--- config.mk ---
export PLATFORM = sky130hd
export DESIGN_NAME = fcfs_job_dispatcher
export DESIGN_NICKNAME = d
export VERILOG_FILES = /design/src/hdl/fjd_pkg.sv /design/src/hdl/fjd_job_queue.sv /design/src/hdl/fcfs_job_dispatcher.sv
export SDC_FILE = /design/constraint.sdc
export NUM_CORES = 2
export LEC_CHECK = 0
export ABC_AREA = 1
export BUFFER_PORTS_ARGS = -buffer_cell sky130_fd_sc_hd__buf_2
export CORE_ASPECT_RATIO = 0.9
export CORE_MARGIN = 2
export CORE_UTILIZATION = 50
export DETAILED_ROUTE_END_ITERATION = 8
export HOLD_SLACK_MARGIN = 0.08
export PLACE_DENSITY = 0.65
export SLEW_MARGIN = 20
export SYNTH_ARGS = -nofsm -noshare
export SYNTH_HDL_FRONTEND = slang
export SYNTH_HIERARCHICAL = 1
export SYNTH_MEMORY_MAX_BITS = 65536
export SYNTH_SLANG_ARGS = --single-unit
--- constraint.sdc ---
create_clock -name clk -period 8.2 [get_ports clk]
set_input_delay 2.05 -clock clk [delete_from_list [all_inputs] [get_ports clk]]
set_output_delay 2.05 -clock clk [all_outputs]
set_load 0.005 [all_outputs]
--- src/hdl/fjd_pkg.sv ---
// fjd_pkg: job record type, status codes and queue control structs for the
// first-come-first-served dispatcher. Depends on nothing.
`timescale 1ns / 1ps
`default_nettype none

package fjd_pkg;

    localparam int ARRIVAL_W = 32;
    localparam int TASK_W    = 6;
    localparam int RUN_W     = 16;
    localparam int INST_W    = 16;

    localparam logic [1:0] ST_ACCEPTED   = 2'd0;
    localparam logic [1:0] ST_DROPPED    = 2'd1;
    localparam logic [1:0] ST_DISPATCHED = 2'd2;
    localparam logic [1:0] ST_IDLE       = 2'd3;

    localparam logic CMD_PUSH     = 1'b0;
    localparam logic CMD_DISPATCH = 1'b1;

    typedef struct packed {
        logic [ARRIVAL_W-1:0] arrival;
        logic [TASK_W-1:0]    task_id;
        logic [RUN_W-1:0]     run;
    } job_t;

    typedef struct packed {
        logic push;
        logic find;
        logic remove;
    } q_ctrl_t;

    typedef struct packed {
        logic done;
        job_t best;
    } q_stat_t;

endpackage

`default_nettype wire

--- src/hdl/fjd_job_queue.sv ---
// fjd_job_queue: job store in push order; a sequential scan finds the job
// with least {arrival, task_id}, a shift pass removes it. Depends on fjd_pkg.
`timescale 1ns / 1ps
`default_nettype none

module fjd_job_queue #(
    parameter int JOBS = 64
) (
    input  wire logic                     clk,
    input  wire logic                     rst_n,
    input  wire fjd_pkg::q_ctrl_t         ctrl,
    input  wire fjd_pkg::job_t            push_job,
    output fjd_pkg::q_stat_t              stat,
    output logic [$clog2(JOBS+1)-1:0]     job_count
);

    localparam int AW = $clog2(JOBS);
    localparam int CW = $clog2(JOBS + 1);

    typedef enum logic [1:0] {
        Q_IDLE,
        Q_SCAN,
        Q_SHIFT
    } q_state_t;

    q_state_t          q_state_reg;
    logic [CW-1:0]     count_reg;
    logic [CW-1:0]     issue_reg;
    logic              pend_vld_reg;
    logic [AW-1:0]     pend_idx_reg;
    fjd_pkg::job_t     best_reg;
    logic [AW-1:0]     best_pos_reg;
    logic              done_reg;
    fjd_pkg::job_t     rd_data_reg;

    fjd_pkg::job_t     heap [JOBS];

    logic              issuing;
    logic [AW-1:0]     rd_addr;
    logic              wr_en;
    logic [AW-1:0]     wr_addr;
    fjd_pkg::job_t     wr_data;
    logic              rd_less;

    assign issuing = (q_state_reg != Q_IDLE) && (issue_reg < count_reg);
    assign rd_addr = issue_reg[AW-1:0];
    assign rd_less = {rd_data_reg.arrival, rd_data_reg.task_id}
                   < {best_reg.arrival, best_reg.task_id};

    always_comb
    begin
        wr_en   = 1'b0;
        wr_addr = count_reg[AW-1:0];
        wr_data = push_job;
        if (ctrl.push)
        begin
            wr_en = 1'b1;
        end
        else if (q_state_reg == Q_SHIFT && pend_vld_reg)
        begin
            wr_en   = 1'b1;
            wr_addr = pend_idx_reg - AW'(1);
            wr_data = rd_data_reg;
        end
    end

    always_ff @(posedge clk)
    begin
        if (wr_en)
        begin
            heap[wr_addr] <= wr_data;
        end
        rd_data_reg <= heap[rd_addr];
    end

    always_ff @(posedge clk or negedge rst_n)
    begin
        if (!rst_n)
        begin
            q_state_reg  <= Q_IDLE;
            count_reg    <= '0;
            issue_reg    <= '0;
            pend_vld_reg <= 1'b0;
            pend_idx_reg <= '0;
            best_pos_reg <= '0;
            done_reg     <= 1'b0;
        end
        else
        begin
            done_reg     <= 1'b0;
            pend_vld_reg <= issuing;
            pend_idx_reg <= rd_addr;
            if (issuing)
            begin
                issue_reg <= issue_reg + CW'(1);
            end
            case (q_state_reg)
                Q_IDLE:
                begin
                    if (ctrl.push)
                    begin
                        count_reg <= count_reg + CW'(1);
                    end
                    else if (ctrl.find)
                    begin
                        issue_reg   <= '0;
                        q_state_reg <= Q_SCAN;
                    end
                    else if (ctrl.remove)
                    begin
                        issue_reg   <= CW'(best_pos_reg) + CW'(1);
                        q_state_reg <= Q_SHIFT;
                    end
                end
                Q_SCAN:
                begin
                    if (pend_vld_reg && (pend_idx_reg == '0 || rd_less))
                    begin
                        best_reg     <= rd_data_reg;
                        best_pos_reg <= pend_idx_reg;
                    end
                    if (!issuing && !pend_vld_reg)
                    begin
                        done_reg    <= 1'b1;
                        q_state_reg <= Q_IDLE;
                    end
                end
                Q_SHIFT:
                begin
                    if (!issuing && !pend_vld_reg)
                    begin
                        count_reg   <= count_reg - CW'(1);
                        done_reg    <= 1'b1;
                        q_state_reg <= Q_IDLE;
                    end
                end
                default:
                begin
                    q_state_reg <= Q_IDLE;
                end
            endcase
        end
    end

    assign stat.done = done_reg;
    assign stat.best = best_reg;
    assign job_count = count_reg;

endmodule

`default_nettype wire

--- src/hdl/fcfs_job_dispatcher.sv ---
// fcfs_job_dispatcher: top level of the first-come-first-served dispatcher;
// sequencer, clock, idle and per-task counters. Depends on fjd_pkg, fjd_job_queue.
//
//   channel | handshake           | payload
//   --------+---------------------+--------------------------------------------------
//   in      | in_valid / in_ready | command, arrival_time, task_id, run_time
//   out     | out_valid/out_ready | status, event_time, out_task, instance_res, queue_empty
//
// Push, drop or dispatch on an empty queue: the result is registered, then moves into
// the output register once that is free. Dispatch with queued jobs: a scan of the job
// store (one read per cycle) finds the earliest job or an idle interval. A dispatch
// then reads and updates the instance counter memory and runs a shift pass over the
// entries behind the removed job before its result moves to the output register.
// No clearing pass after reset; instance counters use per-entry valid bits.
// in_ready is low while an item is in work; a result waits in the output register.
`timescale 1ns / 1ps
`default_nettype none

module fcfs_job_dispatcher #(
    parameter int JOBS  = 64,
    parameter int TASKS = 64
) (
    input  wire logic        clk,
    input  wire logic        rst_n,
    input  wire logic        in_valid,
    output logic             in_ready,
    input  wire logic        command,
    input  wire logic [31:0] arrival_time,
    input  wire logic [5:0]  task_id,
    input  wire logic [15:0] run_time,
    output logic             out_valid,
    input  wire logic        out_ready,
    output logic [1:0]       status,
    output logic [31:0]      event_time,
    output logic [5:0]       out_task,
    output logic [15:0]      instance_res,
    output logic             queue_empty
);

    localparam int CW  = $clog2(JOBS + 1);
    localparam int TSW = (TASKS > 1) ? $clog2(TASKS) : 1;

    typedef enum logic [2:0] {
        S_IDLE,
        S_FIND,
        S_CNT_RD,
        S_CNT_UPD,
        S_REMOVE,
        S_FIN
    } state_t;

    state_t                 state_reg;
    logic [31:0]            clock_reg;
    logic [15:0]            idle_reg;
    logic [5:0]             mod_reg;
    logic [TASKS-1:0]       ti_valid_reg;
    logic [15:0]            ti_rd_reg;
    logic                   ti_vld_rd_reg;
    logic [1:0]             res_status_reg;
    logic [31:0]            res_time_reg;
    logic [5:0]             res_task_reg;
    logic [15:0]            res_inst_reg;
    logic                   res_empty_reg;
    logic                   out_valid_reg;
    logic [1:0]             out_status_reg;
    logic [31:0]            out_time_reg;
    logic [5:0]             out_task_reg;
    logic [15:0]            out_inst_reg;
    logic                   out_empty_reg;

    logic [15:0]            ti_mem [TASKS];

    fjd_pkg::q_ctrl_t       q_ctrl;
    fjd_pkg::q_stat_t       q_stat;
    fjd_pkg::job_t          push_job;
    logic [CW-1:0]          job_count;

    logic                   in_fire;
    logic                   q_full;
    logic [TSW-1:0]         slot;
    logic [15:0]            cnt;
    logic [15:0]            inst_next;
    logic                   ti_we;
    logic [32:0]            clock_sum;

    function automatic logic [TSW-1:0] task_slot(input logic [5:0] t);
        logic [TSW-1:0] s;
        s = '0;
        for (int i = 0; i < 64; i++)
        begin
            if (t == 6'(i))
            begin
                s = TSW'(i % TASKS);
            end
        end
        return s;
    endfunction

    assign in_ready  = (state_reg == S_IDLE);
    assign in_fire   = in_valid && in_ready;
    assign q_full    = (job_count == CW'(JOBS));
    assign slot      = task_slot(mod_reg);
    assign cnt       = ti_vld_rd_reg ? ti_rd_reg : 16'd0;
    assign inst_next = (cnt == 16'hFFFF) ? 16'hFFFF : cnt + 16'd1;
    assign ti_we     = (state_reg == S_CNT_UPD);
    assign clock_sum = {1'b0, clock_reg} + 33'(q_stat.best.run);

    assign push_job.arrival = arrival_time;
    assign push_job.task_id = task_id;
    assign push_job.run     = run_time;

    assign q_ctrl.push   = in_fire && (command == fjd_pkg::CMD_PUSH) && !q_full;
    assign q_ctrl.find   = in_fire && (command == fjd_pkg::CMD_DISPATCH)
                         && (job_count != '0);
    assign q_ctrl.remove = ti_we;

    fjd_job_queue #(
        .JOBS (JOBS)
    ) u_queue (
        .clk       (clk),
        .rst_n     (rst_n),
        .ctrl      (q_ctrl),
        .push_job  (push_job),
        .stat      (q_stat),
        .job_count (job_count)
    );

    always_ff @(posedge clk)
    begin
        if (ti_we)
        begin
            ti_mem[slot] <= inst_next;
        end
        ti_rd_reg <= ti_mem[slot];
    end

    always_ff @(posedge clk or negedge rst_n)
    begin
        if (!rst_n)
        begin
            state_reg     <= S_IDLE;
            clock_reg     <= '0;
            idle_reg      <= 16'd1;
            ti_valid_reg  <= '0;
            ti_vld_rd_reg <= 1'b0;
            out_valid_reg <= 1'b0;
        end
        else
        begin
            if (out_valid_reg && out_ready && state_reg != S_FIN)
            begin
                out_valid_reg <= 1'b0;
            end
            case (state_reg)
                S_IDLE:
                begin
                    if (in_fire)
                    begin
                        res_time_reg <= clock_reg;
                        res_task_reg <= '0;
                        res_inst_reg <= '0;
                        if (command == fjd_pkg::CMD_PUSH)
                        begin
                            res_status_reg <= q_full ? fjd_pkg::ST_DROPPED
                                                     : fjd_pkg::ST_ACCEPTED;
                            res_empty_reg  <= 1'b0;
                            state_reg      <= S_FIN;
                        end
                        else if (job_count == '0)
                        begin
                            res_status_reg <= fjd_pkg::ST_IDLE;
                            res_inst_reg   <= idle_reg;
                            res_empty_reg  <= 1'b1;
                            state_reg      <= S_FIN;
                        end
                        else
                        begin
                            state_reg <= S_FIND;
                        end
                    end
                end
                S_FIND:
                begin
                    if (q_stat.done)
                    begin
                        if (q_stat.best.arrival <= clock_reg)
                        begin
                            mod_reg   <= q_stat.best.task_id;
                            state_reg <= S_CNT_RD;
                        end
                        else
                        begin
                            res_status_reg <= fjd_pkg::ST_IDLE;
                            res_inst_reg   <= idle_reg;
                            res_empty_reg  <= 1'b0;
                            clock_reg      <= q_stat.best.arrival;
                            if (idle_reg != 16'hFFFF)
                            begin
                                idle_reg <= idle_reg + 16'd1;
                            end
                            state_reg <= S_FIN;
                        end
                    end
                end
                S_CNT_RD:
                begin
                    ti_vld_rd_reg <= ti_valid_reg[slot];
                    state_reg     <= S_CNT_UPD;
                end
                S_CNT_UPD:
                begin
                    ti_valid_reg[slot] <= 1'b1;
                    res_status_reg     <= fjd_pkg::ST_DISPATCHED;
                    res_task_reg       <= q_stat.best.task_id;
                    res_inst_reg       <= inst_next;
                    clock_reg          <= clock_sum[32] ? 32'hFFFF_FFFF : clock_sum[31:0];
                    state_reg          <= S_REMOVE;
                end
                S_REMOVE:
                begin
                    if (q_stat.done)
                    begin
                        res_empty_reg <= (job_count == '0);
                        state_reg     <= S_FIN;
                    end
                end
                S_FIN:
                begin
                    if (!out_valid_reg || out_ready)
                    begin
                        out_valid_reg  <= 1'b1;
                        out_status_reg <= res_status_reg;
                        out_time_reg   <= res_time_reg;
                        out_task_reg   <= res_task_reg;
                        out_inst_reg   <= res_inst_reg;
                        out_empty_reg  <= res_empty_reg;
                        state_reg      <= S_IDLE;
                    end
                end
                default:
                begin
                    state_reg <= S_IDLE;
                end
            endcase
        end
    end

    assign out_valid    = out_valid_reg;
    assign status       = out_status_reg;
    assign event_time   = out_time_reg;
    assign out_task     = out_task_reg;
    assign instance_res = out_inst_reg;
    assign queue_empty  = out_empty_reg;

endmodule

`default_nettype wire

=== Yosys cells after proc, flatten, opt, wreduce, memory -nomap -nowiden ===
Memories as Yosys holds them, arrays and structs flattened. A register that Yosys moved wholly into a read port is not among the register bits.
Index checks and enable logic that the tools add are counted.

* Flip-flop bits (word level): 321
* Latch bits: 0
* Memory bits (writable): 4480
* Memory bits (read-only): 0
* Input bits: 59
* Word-level logic and storage cells: 305
* Memories: 2

{| class="wikitable"
|+ Memory list
! memory !! words !! width !! rd ports !! clocked after memory_dff !! wr ports !! line !! text
|-
| u_queue.heap || 64 || 54 || 1 || 1 || 1 || fjd_job_queue.sv:36 || <nowiki>fjd_pkg::job_t heap [JOBS];</nowiki>
|-
| ti_mem || 64 || 16 || 1 || 1 || 1 || fcfs_job_dispatcher.sv:71 || <nowiki>logic [15:0] ti_mem [TASKS];</nowiki>
|}

* Add/sub/neg operators: 8
* Multiply operators: 0
* Divide/modulo/power cells: 0
* Order comparisons: 5
* Eq/ne operators: 85
* Shift operators: 0
* Muxes and demuxes: 131
* Bitwise logic cells: 3
* Reductions and logical operators: 44

{| class="wikitable"
|+ Operators by type and width
! operator !! number
|-
| 6-bit two-way mux || 63
|-
| 6-bit == test, second input constant || 32
|-
| 16-bit two-way mux || 7
|-
| 54-bit two-way mux || 2
|-
| 6-bit by 5-bit == test with 1-bit output, second input constant || 16
|-
| 32-bit two-way mux || 3
|-
| 64-bit bitwise OR || 1
|-
| 32-bit case mux with 2 select lines || 1
|-
| 7-bit two-way mux || 7
|-
| 6-bit by 4-bit == test with 1-bit output, second input constant || 8
|-
| 16-bit case mux with 3 select lines || 1
|-
| 38-bit less-than comparator || 1
|-
| 32-bit by 16-bit adder with 33-bit output || 1
|-
| 16-bit by 1-bit adder with 16-bit output, second input constant || 2
|-
| 32-bit less-or-equal comparator || 1
|-
| 6-bit by 3-bit == test with 1-bit output, second input constant || 4
|-
| 2-bit two-way mux || 11
|-
| 1-bit two-way mux || 21
|-
| 3-bit two-way mux || 7
|-
| 3-bit AND reduction || 7
|-
| 3-bit case mux with 6 select lines || 1
|-
| 16-bit == test, second input constant || 1
|-
| 16-bit != test, second input constant || 1
|-
| 7-bit by 1-bit adder with 7-bit output, second input constant || 2
|-
| other kinds (42) || 75
|}

=== Logic depth before layout (Yosys ltp) ===
* Word-level depth: 69
* Mapped depth: 20
* Depth with buffers taken out: 19

=== By module ===
Netlist, hierarchy kept.

{| class="wikitable"
|+ Modules (own cells, without submodules)
! module !! instances !! cells an instance !! area an instance (um2) !! sequential area each (um2)
|-
| fjd_job_queue || 1 || 10920 || 141997.4 || 107232.8
|-
| fcfs_job_dispatcher || 1 || 4012 || 50956.4 || 37602.3
|}

=== Worst setup path after synthesis ===
OpenSTA, ideal clock, no wires.

* Kind: input to register
* From: input rst_n
* To: register out_time_reg[0], in the netlist event_time[0] (enable)
* Library setup time: 0.542 ns
* Arrival: 6.002 ns
* Required time: 7.658 ns
* Slack: 1.656 ns
* Stages on the path: 2
* Path through: inv_1 > nor3_1

* Longest elaborated chain between the ends: 1

{| class="wikitable"
|+ RTL lines
! element !! line !! text
|-
| start: declaration || fcfs_job_dispatcher.sv:24 || <nowiki>input wire logic rst_n,</nowiki>
|-
| 3-bit AND reduction (no line) || -- ||
|-
| end signal: assignment || fcfs_job_dispatcher.sv:233 || <nowiki>out_time_reg <= res_time_reg;</nowiki>
|-
| end: declaration || fcfs_job_dispatcher.sv:66 || <nowiki>logic [31:0] out_time_reg;</nowiki>
|}

Every way passes these cells.
A chain may end at the register's enable or synchronous reset.

==> qor.yml <==
sta:
  fin_tns_setup_ns: 0
  worst_pin_slew_ns: 1.25
  setup_viol: 0
  hold_viol_final: 0
  slew_headroom_pct: 16.4
  fmax_mhz: 169
  skew_ns: 0.0872
  maxSlewViolCount: 0
  period_share_pct: 72.0
  rsz0062_at_grt: "no"
  fin_crit_ns: 5.90
critical_path:
  crit_path_top_delay_cell: "nor2_4"
  worst_path_most_repeated_cell: "nor2_4"
  startpoint_type: "flop"
  critical_path_class: "flop to flop"
  crit_chain: "nor2_1 -> nand2_1 -> nor4_2 -> nor3_1 -> buf_4 -> nor2_4 -> clkinv_2 -> a21oi_1 -> nand4_1 -> nor2_4 -> buf_12"
  critPathMaxStageDelay_ns: 1.04
  end_kind: "flop"
  worstPathMaxFanout: 36
  crit_family: "simple AND/OR/NAND/NOR gates"
  worstPathArrival_ns: 6.55
  worst-path-buf-inv: 3
  crit_required_ns: 8.85
clock_tree:
  tritoncts: "yes"
  cts_resized: 0
  root_buffer: "clkbuf_16"
  cts_buffers: 460
  clk_pin_slew_worst_paths_ns: 0.06
  post_cts_buffers: 0
  htreeDepth: 5
  clock-sinks: 4871
  cts_max_path_buffers: 4
  clk-insertion-delay-late_ns: 1.02
  holdBufCountCts: 0
die:
  rows: 216
  die_area_sq_mm: 0.391
  die_h_microns: 593
  core_sq_mm: 0.384
  num_io_pins: 118
  start_util_pct: 50.2
  die_w_microns: 659
global_routing:
  met1_usage_pct: 43.1
  antenna_found_initial: 32
  grt_overflow: 0
  met3_usage_pct: 6.81
  grt_max_degree: 208
  grt.met2_usage_pct: 42.2
  grt_pass1_vias: 115436
  grt_util_all_layers_pct: 29.0
  grt_pass1_wl_microns: 826000
  busiest_layer: "met1"
pwr:
  p_total_mw: 68.5
  ir_drop_mv: 0.301
  leakagePower_nw: 72.3
  power.density_mw_per_mm2: 319
worst_hold_path:
  hp-class: "flop to flop"
synthesis:
  synth_fp_nets: 15098
  ys_ff_latch: 4871
  synth_cells: 14932
  synth_seq_area_share_pct: 75.1
  synth-edff-count: 4654
  synth_flop_cell: "edfxtp_1"
  synth_top_cell_by_area: "edfxtp_1"
  synth_top_area_share_pct: 72.4
  yosysWarnings: 6
  async_reset_ff_share_pct: 3.02
  synth.distinct_cells: 63
  syn_area_per_cell_sq_um: 12.9
  synth.cell_area_sq_mm: 0.193
  yosys-top-cells-area: "edfxtp_1, nor2_1, nand2_1, o21ai_0, dfrtp_1"
detailed_routing:
  vias_per_cell: 6.14
  vias: 126104
  drtIter0Drc: 20152
  routed_wirelength_microns: 579000
  wire_per_inst_microns: 28.2
  dr.pass1.iters: 9
  drtAntennaViolNets: 0
  drcViolationCount: 1
final_layout:
  fin_util_pct: 55.9
  drive_gt1_share_pct: 9.10
  syn2layout_area_growth_pct: 11.3
  fin_nets: 15161
  largest_reg_flops: 3456
status:
  violations: "DRC"
  status: "finished with violations"
job:
  maxCapViolations: 0
place:
  portBuffers: 117
  place.gp.congestion: 0.908
  dp_hpwl_microns: 330000
[power breakdown]
part	leakage (nW)	internal, mW	switching (mW)
sequential	44.6	28.4	0.953
combinational	20.4	4.51	13.3
clock	7.32	11.9	9.34
total	72.3	44.8	23.6
[per-stage QoR]
| step | setup slack, ns | hold slack [ns] | std cells | cell area, sq um |
|---|---|---|---|---|
| 6_report | 2.30 | 0.418 | 20524 | 215000 |
| 5_1_grt | 2.14 | 0.424 | 20516 | 215000 |
| 4_1_cts | 2.05 | 0.416 | 20514 | 215000 |
| 3_5_place_dp | 1.40 | 0.405 | 19656 | 200000 |
| 3_3_place_gp | 1.47 | 0.404 | 19656 | 200000 |
| 2_1_floorplan | 1.66 | 0.373 | 14932 | 193000 |
[metal layers]
| layer | share of wire [%] | up-vias | wire length, microns |
|---|---|---|---|
| met2 | 43 | 7750 | 250000 |
| met1 | 40 | 62660 | 232000 |
| li1 | - | 54584 | - |
| met4 | 3.5 | 20 | 20600 |
| met5 | 0.024 | - | 141 |
| met3 | 13 | 1090 | 76900 |
[path summary, 6_finish.rpt]
path | start | to | slack (ns) | depth (start not counted)
max | u_queue/job_count[3] | u_queue/heap[57][44] | 2.30 | 11
min | res_time_reg[25] | event_time[25] | 0.42 | 0
max reg2reg | u_queue/job_count[3] | u_queue/heap[57][44] | 2.30 | 11
min reg2reg | res_time_reg[25] | event_time[25] | 0.42 | 0
max in group asynchronous | rst_n | u_queue/issue_reg[1] | 5.89 | 2
min in group asynchronous | rst_n | ti_vld_rd_reg | 1.02 | 1
[cell families after synthesis]
logic type	share of synthesized area (%)
simple gates	11.4
flops	75.1
compound gates	9.67
buf+inv	2.98
fa+ha+maj	0.702
xor+xnor	0.186
mux	0.0311
[placed cells by master, fill, tap and decap left out, types with 45 or more instances in the layout]
cell type	Yosys	layout
edfxtp_1	4654	4654
buf_12	1	48
o21ai_1	310	314
clkbuf_16	0	465
buf_2	280	116
dfxtp_1	70	70
dfrtp_1	146	141
nand2_2	11	45
o22ai_1	411	411
a22o_1	52	52
nand4_1	126	126
clkinv_1	1	89
inv_1	336	330
o211ai_1	415	415
nand2_1	2102	2060
nor2_1	2397	2328
nor2_4	3	72
clkinv_2	0	96
a22oi_1	116	116
a221oi_1	50	50
o21ai_0	1566	1561
buf_4	65	338
ha_1	105	105
clkbuf_1	436	109
nand3_1	663	662
a21oi_1	194	193
[synthesized netlist by cell type (52+ instances only)]
master	count
a22o_1	52
nor2_1	2397
buf_4	65
buf_2	280
a22oi_1	116
o21ai_1	310
o21ai_0	1566
nand4_1	126
ha_1	105
buf_1	60
nand3_1	663
dfxtp_1	70
a21oi_1	194
o22ai_1	411
o211ai_1	415
nand2_1	2102
dfrtp_1	146
edfxtp_1	4654
clkbuf_1	436
inv_1	336
[layout make-up]
class | count | area (sq um)
fillers | 30745 | 169000
flip-flops and latches | 4871 | 145000
multi-input cells | 8798 | 43100
clock buffers | 595 | 12300
well taps | 5123 | 6410
repair buffers | 503 | 4090
clock inverters | 263 | 2610
inverters | 361 | 1430
diodes | 10 | 25.0
Power figures use the tool's default switching activity.
